==> config.mk <==
export PLATFORM = sky130hd
export DESIGN_NAME = g2n_mul
export DESIGN_NICKNAME = d
export VERILOG_FILES = /design/src/hw/rtl/g2n_pkg.sv /design/src/hw/rtl/g2n_mul.sv
export SDC_FILE = /design/constraint.sdc
export NUM_CORES = 2
export LEC_CHECK = 0
export BUFFER_PORTS_ARGS = -buffer_cell sky130_fd_sc_hd__buf_2
export CAP_MARGIN = 15
export CORE_UTILIZATION = 24
export DETAILED_ROUTE_END_ITERATION = 8
export PLACE_DENSITY = 0.5
export SLEW_MARGIN = 40
export SYNTH_ARGS = -nofsm -noshare
export SYNTH_HDL_FRONTEND = slang
export SYNTH_SLANG_ARGS = --single-unit
export TNS_END_PERCENT = 5
==> constraint.sdc <==
create_clock -name clk -period 35.6 [get_ports clk]
set_clock_uncertainty 0.1 [all_clocks]
set_input_delay 0 -clock clk [delete_from_list [all_inputs] [get_ports clk]]
set_output_delay 0 -clock clk [all_outputs]
set_load 0.005 [all_outputs]
==> src/hw/rtl/g2n_pkg.sv <==
// Shared constants and tables for the geodetic to local NED converter.
package g2n_pkg;

  localparam logic signed [63:0] Q60_ONE   = 64'sd1 <<< 60;
  localparam logic signed [63:0] Q60_THREE = 64'sd3 <<< 60;
  localparam logic signed [63:0] GAIN_Q40  = 64'sd667681663043;
  localparam logic signed [63:0] SEMI_MAJOR_QMM = 64'sd25512548000;

  localparam logic [127:0] POLAR_DM   = 128'd63567523;
  localparam logic [127:0] EQUATOR_DM = 128'd63781370;
  localparam logic [127:0] RATIO_NUM  = (POLAR_DM * POLAR_DM) << 60;
  localparam logic [127:0] RATIO_Q    = RATIO_NUM / (EQUATOR_DM * EQUATOR_DM);
  // b^2/a^2 and e^2 in Q60
  localparam logic signed [63:0] RATIO_SQ_Q60 = RATIO_Q[63:0];
  localparam logic signed [63:0] ECC_SQ_Q60   = Q60_ONE - RATIO_SQ_Q60;

  // degree*1e7 to binary angle: ((|d| << 23) + half) / 7031250, done as a Q60 product
  // with 2^85 / 7031250 rounded up; the quotient sits at bit TURN_SHIFT of the product
  localparam logic [55:0] TURN_DIV  = 56'd7031250;
  localparam logic [55:0] TURN_HALF = 56'd3515625;
  localparam logic [127:0] TURN_RECIP_W =
    ((128'd1 << 85) + {72'd0, TURN_DIV} - 128'd1) / {72'd0, TURN_DIV};
  localparam logic signed [63:0] TURN_RECIP = TURN_RECIP_W[63:0];
  localparam int TURN_SHIFT = 25;
  localparam logic signed [30:0] LAT_LIMIT = 31'sd900000000;
  localparam int NEWTON_ROUNDS = 5;

  localparam logic [1:0] REG_START_X = 2'd0;
  localparam logic [1:0] REG_START_Y = 2'd1;
  localparam logic [1:0] REG_START_Z = 2'd2;

  localparam logic [31:0] ATAN_TURNS [32] = '{
    32'h20000000, 32'h12E4051E, 32'h09FB385B, 32'h051111D4, 32'h028B0D43,
    32'h0145D7E1, 32'h00A2F61E, 32'h00517C55, 32'h0028BE53, 32'h00145F2F,
    32'h000A2F98, 32'h000517CC, 32'h00028BE6, 32'h000145F3, 32'h0000A2FA,
    32'h0000517D, 32'h000028BE, 32'h0000145F, 32'h00000A30, 32'h00000518,
    32'h0000028C, 32'h00000146, 32'h000000A3, 32'h00000051, 32'h00000029,
    32'h00000014, 32'h0000000A, 32'h00000005, 32'h00000003, 32'h00000001,
    32'h00000001, 32'h00000000
  };

endpackage

==> src/hw/rtl/g2n_mul.sv <==
// Iterative Q60 multiplier: four 32x32 partial products, then round and saturate.
module g2n_mul
  import g2n_pkg::*;
(
  input  logic               clk,
  input  logic               rst_n,
  input  logic               start,
  input  logic signed [63:0] a,
  input  logic signed [63:0] b,
  output logic               done,
  output logic signed [63:0] p
);

  logic [63:0]  ua_r, ub_r;
  logic         neg_r;
  logic [127:0] acc_r;
  logic [2:0]   k_r;
  logic         busy_r, done_r;
  logic signed [63:0] p_r;

  logic [31:0]  ah, bh;
  logic [63:0]  pp;
  logic [127:0] pp_sh, acc_rnd;
  logic [63:0]  mag;

  always_comb begin
    ah = k_r[1] ? ua_r[63:32] : ua_r[31:0];
    bh = k_r[0] ? ub_r[63:32] : ub_r[31:0];
    pp = ah * bh;
    case ({1'b0, k_r[1]} + {1'b0, k_r[0]})
      2'd0:    pp_sh = {64'd0, pp};
      2'd1:    pp_sh = {32'd0, pp, 32'd0};
      default: pp_sh = {pp, 64'd0};
    endcase
    acc_rnd = acc_r + (128'd1 << 59);
    mag = acc_rnd[123:60];
    if (mag[63]) begin
      mag = 64'h7FFF_FFFF_FFFF_FFFF;
    end
  end

  always_ff @(posedge clk) begin
    if (!rst_n) begin
      busy_r <= 1'b0;
      done_r <= 1'b0;
      k_r    <= '0;
    end else begin
      done_r <= 1'b0;
      if (start) begin
        ua_r   <= a[63] ? 64'(-a) : 64'(a);
        ub_r   <= b[63] ? 64'(-b) : 64'(b);
        neg_r  <= a[63] ^ b[63];
        acc_r  <= '0;
        k_r    <= '0;
        busy_r <= 1'b1;
      end else if (busy_r) begin
        if (k_r == 3'd4) begin
          p_r    <= neg_r ? -$signed(mag) : $signed(mag);
          busy_r <= 1'b0;
          done_r <= 1'b1;
        end else begin
          acc_r <= acc_r + pp_sh;
          k_r   <= k_r + 3'd1;
        end
      end
    end
  end

  assign done = done_r;
  assign p    = p_r;

endmodule

# Word-level counts from Yosys, hierarchy flattened
# Cells that the tools add are included.
[totals] ff_bits=326 in_bits=131 out_inout_bits=65 elab_cells=47
[op_classes] n_addsub=7 multipliers=1 eq_ne=3 muxes=13 bitwise=5 n_reduce_logical=8
[op_table] cell="128-bit 2-to-1 mux" count=2
[op_table] cell="128-bit one-hot mux with 2 select lines" count=1
[op_table] cell="64-bit negator" count=3
[op_table] cell="63-bit 2-to-1 mux" count=3
[op_table] cell="128-bit adder" count=1
[op_table] cell="124-bit by 60-bit adder with 124-bit output (second input constant)" count=1
[op_table] cell="32-bit by 32-bit multiplier with 64-bit output" count=1
[op_table] cell="32-bit 2-to-1 mux" count=2
[op_table] cell="64-bit 2-to-1 mux" count=1
[op_table] cell="1-bit 2-to-1 mux" count=4
[op_table] cell="1-bit NOT" count=4
[op_table] cell="2-bit AND reduction" count=2
[op_table] cell="4-bit AND reduction" count=1
[op_table] cell="3-bit by 1-bit adder with 3-bit output (second input constant)" count=1
[op_table] cell="3-bit == test (second input constant)" count=1
[op_table] cell="3-bit AND reduction" count=1
[op_table] cell="3-bit OR reduction" count=1
[op_table] cell="1-bit by 1-bit adder with 2-bit output" count=1
[op_table] cell="2-bit by 1-bit == test with 1-bit output (second input constant)" count=1
[op_table] cell="2-bit zero test" count=1
[op_table] cell="2-bit != test (second input constant)" count=1
[op_table] cell="2-bit nonzero test" count=1
[op_table] cell="2-bit OR reduction" count=1
[op_table] cell="1-bit XOR" count=1

# Logic depth before layout (Yosys ltp)
[depth] ltp_word=6 mapped_depth=47 ltp_nobuf=42

# Least setup slack after synthesis
# No wires, ideal clock.
[synth_timing] path_type="register to register" startpoint="register k_r[0]" endpoint="register acc_r[122] (data pin)" setup_time_ns=0.260 arrival_ns=11.685 required_time_ns=35.240 setup_slack_ns=23.555 stages_incl_launch_ff=45 n_path_buf=6 synth_period_minus_slack_ns=12.045 path_cell_list="dfxtp_1 -> clkbuf_1 -> buf_1 -> buf_1 -> mux2i_1 -> clkbuf_1 -> nor2_1 -> fa_1 -> inv_1 -> fa_1 -> inv_1 -> fa_1 -> inv_1 -> fa_1 -> inv_1 -> fa_1 -> fa_1 -> fa_1 -> [... 9 more ...] -> a31oi_1 -> o21ba_2 -> o21ai_0 -> a21boi_0 -> xor2_1 -> o22ai_1 -> ha_1 -> clkbuf_1 -> a2111o_1 -> a31oi_1 -> o22ai_1 -> a221oi_1 -> o221a_2 -> a21oi_1 -> nor3_1 -> nor2_1 -> o31ai_1 -> mux2_2"
[synth_between] elab_chain_len=6 elab_cells_between_ends=9 cone_classes="add/sub: 2; mul: 1; eq/ne: 1; mux: 4; reduce/logical: 1"
[synth_lines] element="start: declaration" line_no="g2n_mul.sv:17" text="logic [2:0] k_r;"
[synth_lines] element="start signal: assignment" line_no="g2n_mul.sv:63" text="k_r <= k_r + 3'd1;"
[synth_lines] element="32-bit 2-to-1 mux or 1-bit by 1-bit adder with 2-bit output (tied branches)" line_no="g2n_mul.sv:28, g2n_mul.sv:30"
[synth_lines] element="32-bit by 32-bit multiplier with 64-bit output (tied with other cells)" line_no="g2n_mul.sv:29" text="pp = ah * bh;"
[synth_lines] element="128-bit one-hot mux with 2 select lines (*)" line_no="g2n_mul.sv:30" text="case ({1'b0, k_r[1]} + {1'b0, k_r[0]})"
[synth_lines] element="128-bit adder (*)" line_no="g2n_mul.sv:62" text="acc_r <= acc_r + pp_sh;"
[synth_lines] element="128-bit 2-to-1 mux (*)" line_no="g2n_mul.sv:57" text="if (k_r == 3'd4) begin"
[synth_lines] element="128-bit 2-to-1 mux (*)" line_no="g2n_mul.sv:56" text="end else if (busy_r) begin"
[synth_lines] element="end signal: assignment" line_no="g2n_mul.sv:62"
[synth_lines] element="end: declaration" line_no="g2n_mul.sv:16" text="logic [127:0] acc_r;"
# Mark *: on every way between the ends. The rest lies on a longest branch, timed or not. The select of a mux whose other input is x is not followed.
# A chain may end at the register's enable or synchronous reset.

# Worst setup path in the final report
[layout_timing] startpoint="register k_r[0]" endpoint="register acc_r[119] (data pin)"
# Same word-level chain as after synthesis.

==> summary by stage <==
Synthesis
The synthesized netlist contains between 80 and 90 unique library cells. The part of the Yosys area used for sequential elements is around 16%. The post-synthesis cell area is approximately 60000 µm². The area share of the largest cell type after synthesis is between 30% and 40%. For this run, the leading register cell type out of synthesis is sky130_fd_sc_hd__edfxtp_1. Sorting the synthesized cells by area gives the leading types as sky130_fd_sc_hd__fa_1 (31%), sky130_fd_sc_hd__edfxtp_1 (16%), sky130_fd_sc_hd__ha_1 (8.4%). Of all cell types, the one taking the most synthesized area is sky130_fd_sc_hd__fa_1. The share of synthesized registers carrying an async set or reset is 0%.

Ranked by instance count, the synthesized netlist is headed by sky130_fd_sc_hd__inv_1 (1009), sky130_fd_sc_hd__fa_1 (897), sky130_fd_sc_hd__nor2_1 (894). The average cell area after synthesis is 8.73 µm². Counting every instance in the synthesized netlist gives about 6.7k. The flip-flop and latch count after synthesis is approximately 320. The synthesized design contains ~320 enable-type register cells. The total of warnings raised by yosys is 0. Yosys instantiated no cell more often than sky130_fd_sc_hd__inv_1. The number of nets in the synthesized netlist is 8148.

Route
For this run, design rule violations remaining after detail routing come to 0. The number of nets with antenna violations after detailed routing is 0. The final routed wirelength across all metal layers is 226 mm.

The routed length per placed instance is between 20 and 25 µm. The first TritonRoute pass finished after 6 iterations. The total number of vias is between 50k and 60k.

After the first detailed-routing iteration, the DRC count stood at around 4.4k. Dividing the detail-routed via count by the number of cells gives 4.94.

Timing
The post-route setup TNS is 0 ns. The total setup violations reported at the end of the flow is 0. The upper clock frequency limit is about 70 MHz. Setup repair after global routing left no endpoint under its margin.

The number of hold violations in the final report is 0. The worst path in the final design needs a cycle of around 14 ns, including I/O delays and setup. The relative max-transition margin is approximately a third. For the pin with the worst max-slew slack, the measured transition is a little under 1 ns. The number of max-slew violations in the final report was 0. Setup slack closes at 21.23 ns. The final critical path takes up 40.4% of the cycle. The final worst hold slack is 0.0696 ns.

Finish
The share of cells above drive strength 1 is around 8%. From synthesis to final layout, the design area changed by 15.1%. In the final design database the tool counted between 8k and 9k nets. The finished layout holds around 10k standard cells, fillers aside. The fill cell total of the finished layout is between 20k and 30k.

Floorplan
The initial core utilization is 24.1%. The core region is 243000 µm². Measured along the y axis, the die boundary spans 497 µm.

The total I/O pin count is between 150 and 200. The row count is around 180. The die area is around 250000 µm². The chip width is approximately 500 µm.

Placement
Detailed placement ended at an HPWL of ~180 mm. The number of placed instances, taps included is roughly 9.9k. The final weighted congestion in routability-driven placement is 0.960. Timing analysis after detailed placement gives a worst setup slack of 21.44 ns.

The count of input and output buffers is a little under 200.

Global routing
The initial antenna violation count is 15. The overall global routing resource usage is roughly 18%. The maximum number of pins on one net before global-route repair is between 70 and 80. The first global-routing pass estimated roughly 330 mm of wire. The overall overflow remaining after global route is 0.

The via count of the first global-routing pass is 51.3k.

Worst setup path
At the worst endpoint, the arrival time is 14.68 ns. For this design, the slowest cell found on the critical path is sky130_fd_sc_hd__or4b_2. The largest stage delay on the critical path is roughly 0.70 ns.

The kind of critical path is reg -> reg. Data on the critical path is required at its endpoint by around 36 ns. The most numerous cell on the critical path is sky130_fd_sc_hd__fa_1. STA classifies the critical path endpoint as a flip-flop. In this run the worst path has a maximum fanout of 28.

The startpoint type of the worst setup path is a flip-flop.

Clock network
The H-tree depth is 2. Counting the buffers created by CTS gives between 40 and 50. TritonCTS built the clock tree. The cell sitting at the root of the clock tree is a sky130_fd_sc_hd__clkbuf_16. The clock reaches the later pin of the worst-skew pair after slightly below 0.7 ns.

The clock passes through at most 3 buffers. In this run, post-CTS repair resized a total of 0 instances. After clock tree synthesis, the clock-pin slew on the worst setup and hold paths is 0.07 ns. For this design, the sink count on the clock tree is ~320.

Worst hold path
The min-delay analysis places its worst path in the category in -> reg.

Run status
The run finished with clean final reports.

Flow run
Across the run, the number of max-cap violations was 0.
## layer usage
layer  share of wire, %  GRT usage [%]
met4                5.3           8.40
met2                 46           29.4
met1                 41           23.1
met5              0.029              0
met3                7.2           3.08
## cells in the final DEF, fill, tap and decap left out, types with 39 or more instances in the layout
cell type / netlist / routed
sky130_fd_sc_hd__nand4_1: 108 / 108
sky130_fd_sc_hd__mux2_2: 71 / 71
sky130_fd_sc_hd__nor3_1: 59 / 56
sky130_fd_sc_hd__o31ai_1: 56 / 56
sky130_fd_sc_hd__xnor2_1: 278 / 269
sky130_fd_sc_hd__edfxtp_1: 317 / 317
sky130_fd_sc_hd__inv_1: 1009 / 1009
sky130_fd_sc_hd__dlygate4sd3_1: 0 / 234
sky130_fd_sc_hd__and2_1: 56 / 54
sky130_fd_sc_hd__clkbuf_16: 0 / 44
sky130_fd_sc_hd__buf_4: 0 / 93
sky130_fd_sc_hd__o21ai_0: 269 / 267
sky130_fd_sc_hd__nand2_1: 763 / 762
sky130_fd_sc_hd__and3_1: 39 / 39
sky130_fd_sc_hd__fa_1: 897 / 897
sky130_fd_sc_hd__nand3_1: 73 / 73
sky130_fd_sc_hd__buf_2: 1 / 193
sky130_fd_sc_hd__ha_1: 393 / 393
sky130_fd_sc_hd__a21oi_1: 299 / 298
sky130_fd_sc_hd__a21o_1: 89 / 89
sky130_fd_sc_hd__nor2_1: 894 / 891
sky130_fd_sc_hd__o21bai_1: 54 / 54
sky130_fd_sc_hd__xor2_1: 108 / 105
## worst paths after layout
check	startpoint	endpoint	slack, ns	cells past startpoint
worst max register to register	k_r[0]$_SDFFE_PN0P_	acc_r[119]$_SDFFCE_PP0P_	21.23	40
worst min register to register	k_r[2]$_SDFFE_PN0P_	k_r[2]$_SDFFE_PN0P_	0.49	2
worst min-delay path	a[0]	ua_r[0]$_DFFE_PP_	0.07	2
worst max-delay path	k_r[0]$_SDFFE_PN0P_	acc_r[119]$_SDFFCE_PP0P_	21.23	40
## layout make-up
| cell class | instances | area, µm² | share of cell area [%] |
|---|---|---|---|
| Clock inverter | 31 | 344 | 0.509 |
| Clock buffer | 50 | 1120 | 1.66 |
| Antenna cell | 3 | 7.51 | 0.0111 |
| Multi-Input combinational cell | 5063 | 44500 | 65.8 |
| Tap cell | 3202 | 4010 | 5.93 |
| Sequential cell | 322 | 9630 | 14.2 |
| Inverter | 1011 | 3790 | 5.62 |
| Timing Repair Buffer | 532 | 4180 | 6.18 |
## kinds of logic (layout without fill, tap and decap cells)
| group | Yosys count | count (layout) | synth area share (%) |
|---|---|---|---|
| buffers and inverters | 1342 | 1624 | 8.59 |
| other | 0 | 3 | 0 |
| adder cells (fa/ha/maj) | 1290 | 1290 | 39.0 |
| AO/OA/AOI/OAI | 1042 | 1042 | 11.2 |
| AND/OR/NAND/NOR | 2202 | 2202 | 16.5 |
| flip-flops | 322 | 322 | 16.4 |
| XOR/XNOR | 387 | 387 | 5.80 |
| multiplexers | 142 | 142 | 2.57 |
## per-stage QoR
stage / utilization [%] / instance area (µm²)
2_1_floorplan: - / 58700
3_3_place_gp: 26.1 / 63500
3_5_place_dp: 26.2 / 63700
4_1_cts: 27.8 / 67500
5_1_grt: 27.8 / 67600
6_report: 27.8 / 67600
## sequential cells by signal (all words and copies together), names as in the netlist
signal,cells
busy_r,1
neg_r,1
done,1
p,64
ua_r,64
ub_r,64
k_r,3
acc_r,124
## critical path: cells and delay by family (launching register included)
family                     cells  cell delay, ns
DFF                            1            0.51
xor gates and xnor gates       1            0.54
adders and majority gates     10            4.93
AOI/OAI and AO/OA             13            3.89
and+or+nand+nor                7            2.06
muxes                          2            0.52
buffers and inverters          7            1.44
## timing repair
| item | in CTS | in global routing |
|---|---|---|
| hold buffers | 234 | 0 |
| setup buffers | 0 | 0 |
| hold endpoints to repair | 208 | 0 |
Power is left out: the tool's default activity adds up to more than one toggle a clock period on the data nets, which glitch-free logic cannot reach.
